===== src/sv/mdag_pkg.sv =====
`timescale 1ns / 1ps

package mdag_pkg;

    localparam int ARRAY_ID_W = 4;
    localparam int WORD_W     = 32;
    localparam int SIZE_W     = 16;

    localparam logic [1:0] FUNC_HEADER = 2'd0;
    localparam logic [1:0] FUNC_BOUNDS = 2'd1;
    localparam logic [1:0] FUNC_REF    = 2'd2;

    typedef struct packed {
        logic [1:0]               func;
        logic [ARRAY_ID_W-1:0]    array_id;
        logic [2:0]               dim_sel;
        logic [WORD_W-1:0]        base_addr;
        logic [SIZE_W-1:0]        elem_size;
        logic [3:0]               dim_count;
        logic signed [WORD_W-1:0] lower_bound;
        logic signed [WORD_W-1:0] upper_bound;
        logic signed [WORD_W-1:0] index_value;
        logic                     last;
    } req_t;

    typedef struct packed {
        logic [WORD_W-1:0]     address;
        logic [ARRAY_ID_W-1:0] ref_array_id;
    } res_t;

    typedef struct packed {
        logic accept;
        logic mac;
        logic scale;
        logic load_out;
    } cmd_t;

    typedef struct packed {
        logic ref_start;
        logic last;
        logic res_busy;
    } status_t;

endpackage


===== src/sv/mdag_ctrl.sv =====
`timescale 1ns / 1ps

module mdag_ctrl (
    input  logic              clk,
    input  logic              rst_n,
    input  logic              req_valid,
    output logic              req_ready,
    input  mdag_pkg::status_t status,
    output mdag_pkg::cmd_t    cmd
);

    typedef enum logic [1:0] {
        ST_IDLE,
        ST_MAC,
        ST_SCALE,
        ST_FINISH
    } state_t;

    state_t state_reg;
    state_t state_next;

    always_comb
    begin
        state_next   = state_reg;
        req_ready    = 1'b0;
        cmd          = '0;
        unique case (state_reg)
            ST_IDLE:
            begin
                req_ready  = 1'b1;
                cmd.accept = req_valid;
                if (req_valid && status.ref_start)
                begin
                    state_next = ST_MAC;
                end
            end
            ST_MAC:
            begin
                cmd.mac    = 1'b1;
                state_next = status.last ? ST_SCALE : ST_IDLE;
            end
            ST_SCALE:
            begin
                cmd.scale  = 1'b1;
                state_next = ST_FINISH;
            end
            ST_FINISH:
            begin
                if (!status.res_busy)
                begin
                    cmd.load_out = 1'b1;
                    state_next   = ST_IDLE;
                end
            end
            default:
            begin
                state_next = ST_IDLE;
            end
        endcase
    end

    always_ff @(posedge clk or negedge rst_n)
    begin
        if (!rst_n)
        begin
            state_reg <= ST_IDLE;
        end
        else
        begin
            state_reg <= state_next;
        end
    end

endmodule


===== config.mk =====
export PLATFORM = sky130hd
export DESIGN_NAME = mdag_ctrl
export DESIGN_NICKNAME = d
export VERILOG_FILES = /design/src/sv/mdag_pkg.sv /design/src/sv/mdag_ctrl.sv
export SDC_FILE = /design/constraint.sdc
export NUM_CORES = 1
export LEC_CHECK = 0
export ABC_AREA = 1
export ABC_CLOCK_PERIOD_IN_PS = 2100
export BUFFER_PORTS_ARGS = -buffer_cell sky130_fd_sc_hd__buf_4
export CAP_MARGIN = 20
export CORE_AREA = 2 2 39 41
export CTS_CLUSTER_DIAMETER = 30
export CTS_CLUSTER_SIZE = 10
export DETAILED_ROUTE_END_ITERATION = 10
export DIE_AREA = 0 0 41 43
export PLACE_DENSITY = 0.31
export SLEW_MARGIN = 20
export SYNTH_ARGS = -nofsm -noshare
export SYNTH_HDL_FRONTEND = slang
export SYNTH_SLANG_ARGS = --single-unit

===== constraint.sdc =====
create_clock -name clk -period 2.1 [get_ports clk]
set_input_delay 0.21 -clock clk [delete_from_list [all_inputs] [get_ports clk]]
set_output_delay 0.21 -clock clk [all_outputs]
set_load 0.02 [all_outputs]

Word-level counts from Yosys, hierarchy flattened
Index checks and enable logic that the tools add are counted.
{"block": "classes", "n_eq_ne": 5, "n_mux": 10, "reduce_logical": 3}
{"op": "2-bit case mux with 4 select lines", "n": 1}
{"op": "1-bit 2-to-1 mux", "n": 6}
{"op": "2-bit 2-to-1 mux", "n": 3}
{"op": "2-bit equality test, second input constant", "n": 2}
{"op": "2-bit inequality test, second input constant", "n": 2}
{"op": "2-bit by 1-bit equality test with 1-bit output, second input constant", "n": 1}
{"op": "2-bit logical NOT", "n": 1}
{"op": "2-bit AND reduction", "n": 1}
{"op": "1-bit logical AND", "n": 1}
{"block": "word_totals", "reg_bits": 2, "in_bits": 6, "out_inout_bits": 5, "wordCells": 19}

Depth between registers and ports, before layout
Gate-level depths: netlist of the first run.
{"block": "depth", "word_depth": 3, "mapped_depth": 4, "ltp_nobuf": 4}

Worst setup path before layout of the first run
No wires, ideal clock.
{"block": "synth_path", "path_type": "register -> output", "start": "register state_reg[0]", "end": "output port cmd[3] (netlist bit)", "t_arrival_ps": 968, "t_required_ps": 1890, "slack_ps": 922, "path_stages_with_launch": 2, "n_path_buf": 0, "path_cell_list": "dfrtp_1 -> nor3b_1"}
{"item": "start: declaration", "line": "mdag_ctrl.sv:19", "rtl": "state_t state_reg;"}
{"item": "start signal: assignment", "line": "mdag_ctrl.sv:70", "rtl": "state_reg <= state_next;"}
{"item": "end: declaration", "line": "mdag_ctrl.sv:9", "rtl": "output mdag_pkg::cmd_t cmd"}

==> results.toml, run 1 <==
[sta]
skew_ns = 0.00475
setup_violations = 0
maxSlewHeadroom_pct = 86.8
hold_violations = 0
whs_ns = 0.222
layout_worst_path_cycle_share_pct = 60.4
fmax_mhz = 788
fin_tns_setup_ns = 0
rsz0062_at_grt = "false"
fin_ws_ns = 0.831
drv_slew = 0
tightestPinTransition_ns = 0.198
period_needed_ns = 1.27

[clock_tree]
numCtsBuffers = 3
worstSkewPairLatency_ns = 0.23
htreeDepth = 1
cts_tree = "done"
clkSinkCount = 2
clockBufferDepth = 2
cts_root_buffer = "clkbuf_4"
post_cts_resized = 0
clk_pin_slew_worst_paths_ns = 0.03

[power]
pwr-share-seq_pct = 24.2
vdd_drop_max_uv = 361
total_power_mw = 0.370
leakage_nw = 0.133
power.share.clock_pct = 23.4
switchingPower_mw = 0.168
p_int_mw = 0.202
p_per_area_nw_per_um2 = 1530
combPwrFrac_pct = 52.4
switching_share_pct = 45.3

[drt]
drt_iter0_drc = 1
finalWirelength_um = 434
num_vias = 144
wire_per_inst_um = 9.43
firstDrtPassIters = 2
via_per_inst = 3.13
antenna_left = 0
drc_errors = 0

[floorplanning]
rows = 14
die_w_um = 41
die_area_um2 = 1760
start_util_pct = 8.23
dieHeight_um = 43
io_pins = 11
core_region_area_um2 = 1380

[cells_and_area]
drive_above_1_share_pct = 50.0
final-seq-area_um2 = 50.0
antenna_cells = 0
syn_to_final_growth_pct = 112
fin_nets = 38
num-fill-cells = 160
multi_input_area_um2 = 52.6

[outcome]
status = "finished, final reports clean"

[synth]
synth_area_per_cell_um2 = 7.12
synth_top_area_share_pct = 44.0
synthCells = 16
synthTopCellsByArea = "dfrtp_1 44%, nor2_1 13%, nand2_2 11%, inv_1 9.9%, nand3_1 8.8%"
seq_area_frac_synth_pct = 44.0
syn_area_um2 = 114
synth.distinct_cells = 7
ys_ff_latch = 2
synthesis.nets = 22
ys_warn_count = 0
yosysTopAreaCell = "dfrtp_1"

[critical_path]
crit_slowest_cell = "dfrtp_1"
end_kind = "output pin"
worstPathArrival_ns = 1.06
cp_cell_sequence = "nor3b_1, buf_4"
cp-start-kind = "flip-flop"
critPathRequiredTime_ns = 1.89
crit_family = "flip-flops"
crit_buf_inv = 1
cp_max_fo = 6
max_stage_delay_ns = 0.43
path_class = "flip-flop to output pin"

[grt]
overflow = 0
antenna_found_initial = 0
grt_pass1_vias = 168
grt_max_degree = 7
grt_pass1_wl_um = 614
grt.total_usage_pct = 5.72

[hold_path]
min_path_type = "input port to flip-flop"

[placement]
dp_hpwl_um = 331
place_ws_ns = 1.08
gp_congestion = 0.574
io_buffers = 10

[job]
drv_cap = 0
-- worst paths after layout --
path / from / endpoint / slack (ns) / depth (start not counted)
max: state_reg[0] / cmd[3] / 0.83 / 2
min: status[2] / state_reg[0] / 0.22 / 3
max reg2reg: flip-flop / flip-flop / 1.33 / 3
min reg2reg: flip-flop / state_reg[0] / 0.58 / 2
max in group asynchronous: rst_n / asynchronous set/reset pin / 1.68 / 2
min in group asynchronous: rst_n / state_reg[0] / 0.33 / 2
-- kinds of logic (layout without fill, tap and decap cells) --
family | Yosys count | count (layout) | share of synthesized area [%]
and+or+nand+nor | 11 | 11 | 46.2
DFF | 2 | 2 | 44.0
buffers and inverters | 3 | 17 | 9.89
-- synthesized netlist by cell type --
library cell  n
inv_1         3
nand3_1       2
nand2_1       2
nand2_2       2
dfrtp_1       2
nor3b_1       1
nor2_1        4
-- cell type report --
| type | instances | share of cell area (%) |
|---|---|---|
| timing repair buffer | 11 | 35.2 |
| clock buffer | 3 | 9.33 |
| multi-input combinational | 11 | 21.8 |
| inverter | 3 | 4.66 |
| tap | 16 | 8.29 |
| sequential | 2 | 20.7 |
-- power groups by stage --
stage	Sequential (mW)	Clock, mW	Combinational, mW
3_5_place_dp	0.0881	0	0.195
3_3_place_gp	0.0889	0	0.195
2_1_floorplan	0.0823	0	0.109
4_1_cts	0.0879	0.0907	0.198
6_report	0.0895	0.0864	0.194
5_1_grt	0.0906	0.0915	0.214
-- tightest hold or removal path, delay by kind of cell --
| family | cells | cell delay, ns |
|---|---|---|
| simple gates | 2 | 0.13 |
| buf+inv | 1 | 0.08 |
-- layer usage --
| metal | share of wire [%] | wire length [um] | vias up | GRT usage [%] |
|---|---|---|---|---|
| met5 | 0 | 0 | - | 0 |
| met4 | 0 | 0 | 0 | 8.00 |
| met3 | 13 | 57 | 0 | 2.62 |
| met2 | 39 | 169 | 11 | 6.25 |
| met1 | 48 | 207 | 57 | 6.43 |
| li1 | - | - | 76 | - |
-- cell usage in the layout (no fill, tap or decap) --
cell and n:
nand3_1 2, inv_1 3, nand2_2 2, clkbuf_4 3, buf_4 10, nand2_1 2
nor2_1 4, nor3b_1 1, dlygate4sd3_1 1, dfrtp_1 2
-- stage by stage --
stage	area, um2	cells	util [%]
6_report	241	46	17.5
5_1_grt	241	46	17.5
4_1_cts	241	46	17.5
3_5_place_dp	209	42	15.1
3_3_place_gp	209	42	15.1
2_1_floorplan	114	16	-
-- timing repair --
action,in CTS,in global routing
endpoints found under the hold margin,2,0
hold buffers,1,0
buffers inserted,0,0
setup endpoints to repair,0,0
(Power assumes the default switching activity.)
==> inputs of run 2 (changes only) <==
--- a/config.mk
+++ b/config.mk
@@ -5,8 +5,8 @@
 export SDC_FILE = /design/constraint.sdc
 export NUM_CORES = 1
 export LEC_CHECK = 0
-export ABC_AREA = 1
-export ABC_CLOCK_PERIOD_IN_PS = 2100
+export ABC_AREA = 0
+export ABC_CLOCK_PERIOD_IN_PS = 1200
 export BUFFER_PORTS_ARGS = -buffer_cell sky130_fd_sc_hd__buf_4
 export CAP_MARGIN = 20
 export CORE_AREA = 2 2 39 41
==> constraint.sdc (replaced) <==
create_clock -name clk -period 1.2 [get_ports clk]
set_input_delay 0.12 -clock clk [delete_from_list [all_inputs] [get_ports clk]]
set_output_delay 0.12 -clock clk [all_outputs]
set_load 0.02 [all_outputs]
==> results.toml, run 2 <==
[synth]
synth.distinct_cells = 9
synth_common_cells = "3 x a21oi_1, 2 x dfrtp_1"
synth_top_area_share_pct = 44.9
ys_warn_count = 0
synth_edf_count = 0
synthCells = 12
ys_ff_latch = 2
synth_most_common_cell = "a21oi_1"
synthTopCellsByArea = "dfrtp_1 45%, a21oi_1 13%, and3b_4 11%, and2b_1 6.7%, and2_1 5.6%"
seq_area_frac_synth_pct = 44.9
synth_area_per_cell_um2 = 9.28
synthesis.nets = 18
synthArstFlopShare_pct = 100
yosysTopAreaCell = "dfrtp_1"
ys.flop_type = "dfrtp_1"
syn_area_um2 = 111

[floorplanning]
io_pins = 11
die_area_um2 = 1760
start_util_pct = 8.05
dieHeight_um = 43
core_region_area_um2 = 1380
die_w_um = 41
rows = 14

[placement]
dp_hpwl_um = 291
gp_congestion = 0.549
io_buffers = 10

[grt]
gr-usage-met2_pct = 3.75
overflow = 0
grt_pass1_vias = 125
antenna_found_initial = 0
grt_pass1_wl_um = 552
grt_use_met1_pct = 8.04
grt_max_degree = 8
grt.total_usage_pct = 5.22
grt_most_used_layer = "met1"
use_met3_pct = 4.71

[clock_tree]
htreeDepth = 1
clockBufferDepth = 2
clkSinkCount = 2
cts_tree = "done"
numCtsBuffers = 3
worstSkewPairLatency_ns = 0.22
clk_pin_slew_worst_paths_ns = 0.03
cts_root_buffer = "clkbuf_4"

[cells_and_area]
syn_to_final_growth_pct = 126
antenna_cells = 0
drive_above_1_share_pct = 70.4
layout_commonest_cell = "buf_4"
fin_nets = 35
num-fill-cells = 159
utilization_pct = 18.2
final_cell_mix = "11 x buf_4, 3 x a21oi_1, 3 x clkbuf_4"
multi_input_area_um2 = 63.8
final-seq-area_um2 = 52.6

[sta]
drv_slew = 0
setup_violations = 0
fmax_mhz = 875
hold_violations = 0
tightestPinTransition_ns = 0.160
fin_tns_setup_ns = 0
maxSlewHeadroom_pct = 89.4
skew_ns = 0.0000771
period_needed_ns = 1.14
layout_worst_path_cycle_share_pct = 95.3

[job]
drv_cap = 0

[outcome]
status = "finished, final reports clean"

[drt]
antenna_left = 0
finalWirelength_um = 361
via_per_inst = 3.14
num_vias = 135
drt_iter0_drc = 0
wire_per_inst_um = 8.40
firstDrtPassIters = 1
drc_errors = 0

[critical_path]
worstPathArrival_ns = 1.02
path_class = "flip-flop to output pin"
cp-start-kind = "flip-flop"
critPathRequiredTime_ns = 1.08
cp_max_fo = 5
end_kind = "output pin"

[power]
vdd_drop_max_uv = 740
p_per_area_nw_per_um2 = 2630
leakage_nw = 0.120
total_power_mw = 0.662

[hold_path]
min_path_type = "input port to flip-flop"
==> run 2: stage by stage <==
step	setup slack, ns	cells	instance area [um2]	hold WS (ns)
after floorplan	0.0507	12	111	-0.176
after global placement	0.258	38	206	-0.0949
after detailed placement	0.241	38	206	-0.0940
after CTS	0.00111	42	239	0.158
after global routing	-0.00958	43	251	0.158
final	0.0567	43	251	0.156
==> run 2: cell type report <==
cell class	count	area share, %
Tap cell	16	7.96
Sequential cell	2	20.9
Clock buffer	3	8.96
Timing Repair Buffer	12	36.8
Multi-Input combinational cell	10	25.4
==> run 2: report_power, final <==
part	leakage, nW	switching (mW)	total (mW)	internal (mW)
clock	0.0138	0.0342	0.144	0.110
combinational	0.0851	0.175	0.356	0.181
sequential	0.0211	0.0526	0.162	0.110
total	0.120	0.262	0.662	0.400
==> run 2: path summary, 6_finish.rpt <==
kind | startpoint | endpoint | slack, ns | cells after the start
max in group asynchronous | rst_n | state_reg[0] | 0.87 | 2
min reg2reg | state_reg[0] | state_reg[0] | 0.52 | 1
max | flip-flop | cmd[3] | 0.06 | 3
min in group asynchronous | rst_n | asynchronous set/reset pin | 0.23 | 2
min | status[1] | flip-flop | 0.16 | 3
max reg2reg | flip-flop | flip-flop | 0.32 | 3
==> run 2: logic make-up (layout without fill, tap and decap cells) <==
group                  Yosys count  in the layout  share of synthesized area, %
flip-flops                       2              2                          44.9
AND/OR/NAND/NOR                  7              7                          41.6
AO/OA/AOI/OAI                    3              3                          13.5
buffers and inverters            0             15                             0
==> run 2: layer usage <==
layer  wire length, um  vias up  part of all wire, %
met5                 0        -                    0
met4                 0        0                    0
met3                61        0                   17
met2                92       13                   25
met1               207       52                   57
li1                  -       70                    -
==> run 2: repair_timing <==
action	4_1_cts	5_1_grt
hold buffers	1	0
buffers inserted	0	1
hold endpoints to repair	2	0
setup endpoints to repair	0	1
gates resized for setup	0	3
==> run 2: critical path: stages (launching register included) <==
cell and delay (ns):
dfrtp_2 0.42, nor2_2 0.12, and2_1 0.13, buf_4 0.13
==> inputs of run 3 (changes only) <==
--- a/config.mk
+++ b/config.mk
@@ -6,7 +6,7 @@
 export NUM_CORES = 1
 export LEC_CHECK = 0
 export ABC_AREA = 0
-export ABC_CLOCK_PERIOD_IN_PS = 1200
+export ABC_CLOCK_PERIOD_IN_PS = 1000
 export BUFFER_PORTS_ARGS = -buffer_cell sky130_fd_sc_hd__buf_4
 export CAP_MARGIN = 20
 export CORE_AREA = 2 2 39 41
==> constraint.sdc (replaced) <==
create_clock -name clk -period 1 [get_ports clk]
set_input_delay 0.1 -clock clk [delete_from_list [all_inputs] [get_ports clk]]
set_output_delay 0.1 -clock clk [all_outputs]
set_load 0.02 [all_outputs]
==> results.toml, run 3 (synthesis results as in run 2) <==
[outcome]
status = "finished, violations left"
violations = "negative setup slack"

[critical_path]
cp-start-kind = "flip-flop"
max_stage_delay_ns = 0.44
path_class = "flip-flop to output pin"
rr_worst_depth = 3
cp_max_fo = 6
crit_buf_inv = 1
worstPathArrival_ns = 1.01
worst-path-stages = 3
cp_cell_sequence = "nor2_4, and2_4, buf_6"
regToRegSetupSlack_ns = 0.07
critPathRequiredTime_ns = 0.90
end_kind = "output pin"
crit_family = "flip-flops"
crit_slowest_cell = "dfrtp_2"

[sta]
whs_ns = 0.133
layout_worst_path_cycle_share_pct = 111
rsz0062_at_grt = "true"
period_needed_ns = 1.11
tightestPinTransition_ns = 0.149
setup_violations = 5
skew_ns = 0.00198
drv_slew = 0
fin_tns_setup_ns = -0.414
fmax_mhz = 900
hold_violations = 0
fin_ws_ns = -0.111
maxSlewHeadroom_pct = 90.1

[grt]
antenna_found_initial = 0
grt_max_degree = 7
grt_pass1_wl_um = 614
grt.total_usage_pct = 5.82
grt_pass1_vias = 164
overflow = 0

[hold_path]
min_path_type = "input port to flip-flop"
hold_depth = 3

[drt]
via_per_inst = 3.17
wire_per_inst_um = 8.67
drt_iter0_drc = 1
firstDrtPassIters = 2
antenna_left = 0
finalWirelength_um = 399
drc_errors = 0
num_vias = 146

[power]
leakage_nw = 0.141
total_power_mw = 0.946
p_per_area_nw_per_um2 = 3190
vdd_drop_max_uv = 704

[clock_tree]
clockBufferDepth = 2
htreeDepth = 1
cts_tree = "done"
numCtsBuffers = 3
clkSinkCount = 2
clk_pin_slew_worst_paths_ns = 0.03
worstSkewPairLatency_ns = 0.22
cts_root_buffer = "clkbuf_4"

[cells_and_area]
instances_no_fill = 46
final_cell_mix = "10 x buf_4, 4 x buf_6, 3 x a21oi_1, 3 x clkbuf_4, 2 x dfrtp_2"
syn_to_final_growth_pct = 166
multi_input_area_um2 = 71.3
antenna_cells = 0
drive_above_1_share_pct = 76.7
utilization_pct = 21.4
num-fill-cells = 163
fin_nets = 38
final_area_um2 = 297
final-seq-area_um2 = 52.6
layout_commonest_cell = "buf_4"

[floorplanning]
core_region_area_um2 = 1380
start_util_pct = 8.05
dieHeight_um = 43
rows = 14
die_area_um2 = 1760
die_w_um = 41
io_pins = 11

[placement]
gp_congestion = 0.599
place_ws_ns = 0.0721
dp.cells = 38
io_buffers = 10
post_dp_cell_area_um2 = 210

[job]
drv_cap = 0
## run 3: area by class of cell
class	count	share of cell area, %
Clock buffer	3	7.59
Tap cell	16	6.75
Multi-Input combinational cell	10	24.1
Timing Repair Buffer	15	43.9
Sequential cell	2	17.7
## run 3: layer usage
layer,track usage [%],vias to the layer above,share of wire [%]
li1,-,76,-
met1,6.73,59,44
met2,6.56,11,39
met3,2.09,0,17
met4,8.00,0,0
met5,0,-,0
## run 3: worst paths after layout
kind	start	endpoint
min in group asynchronous	rst_n	state_reg[0]
max	flip-flop	cmd[3]
max in group asynchronous	rst_n	asynchronous set/reset pin
min	status[1]	flip-flop
max reg2reg	state_reg[0]	flip-flop
min reg2reg	flip-flop	flip-flop
## run 3: worst min-delay path, delay by kind of cell
family / cells / cell delay [ns]
buffers and inverters: 1 / 0.08
AND/OR/NAND/NOR: 1 / 0.07
AO/OA/AOI/OAI: 1 / 0.06
## run 3: repair_timing
item	in CTS	in global routing
buffers inserted	4	0
hold endpoints to repair	2	0
endpoints found under the setup margin	5	5
resized for setup	7	1
hold buffers	1	0
pin swaps	3	1
## run 3: power by group
group          switching [mW]  internal, mW
Sequential             0.0748         0.132
Combinational           0.239         0.327
Clock                  0.0418         0.132
Total                   0.355         0.591
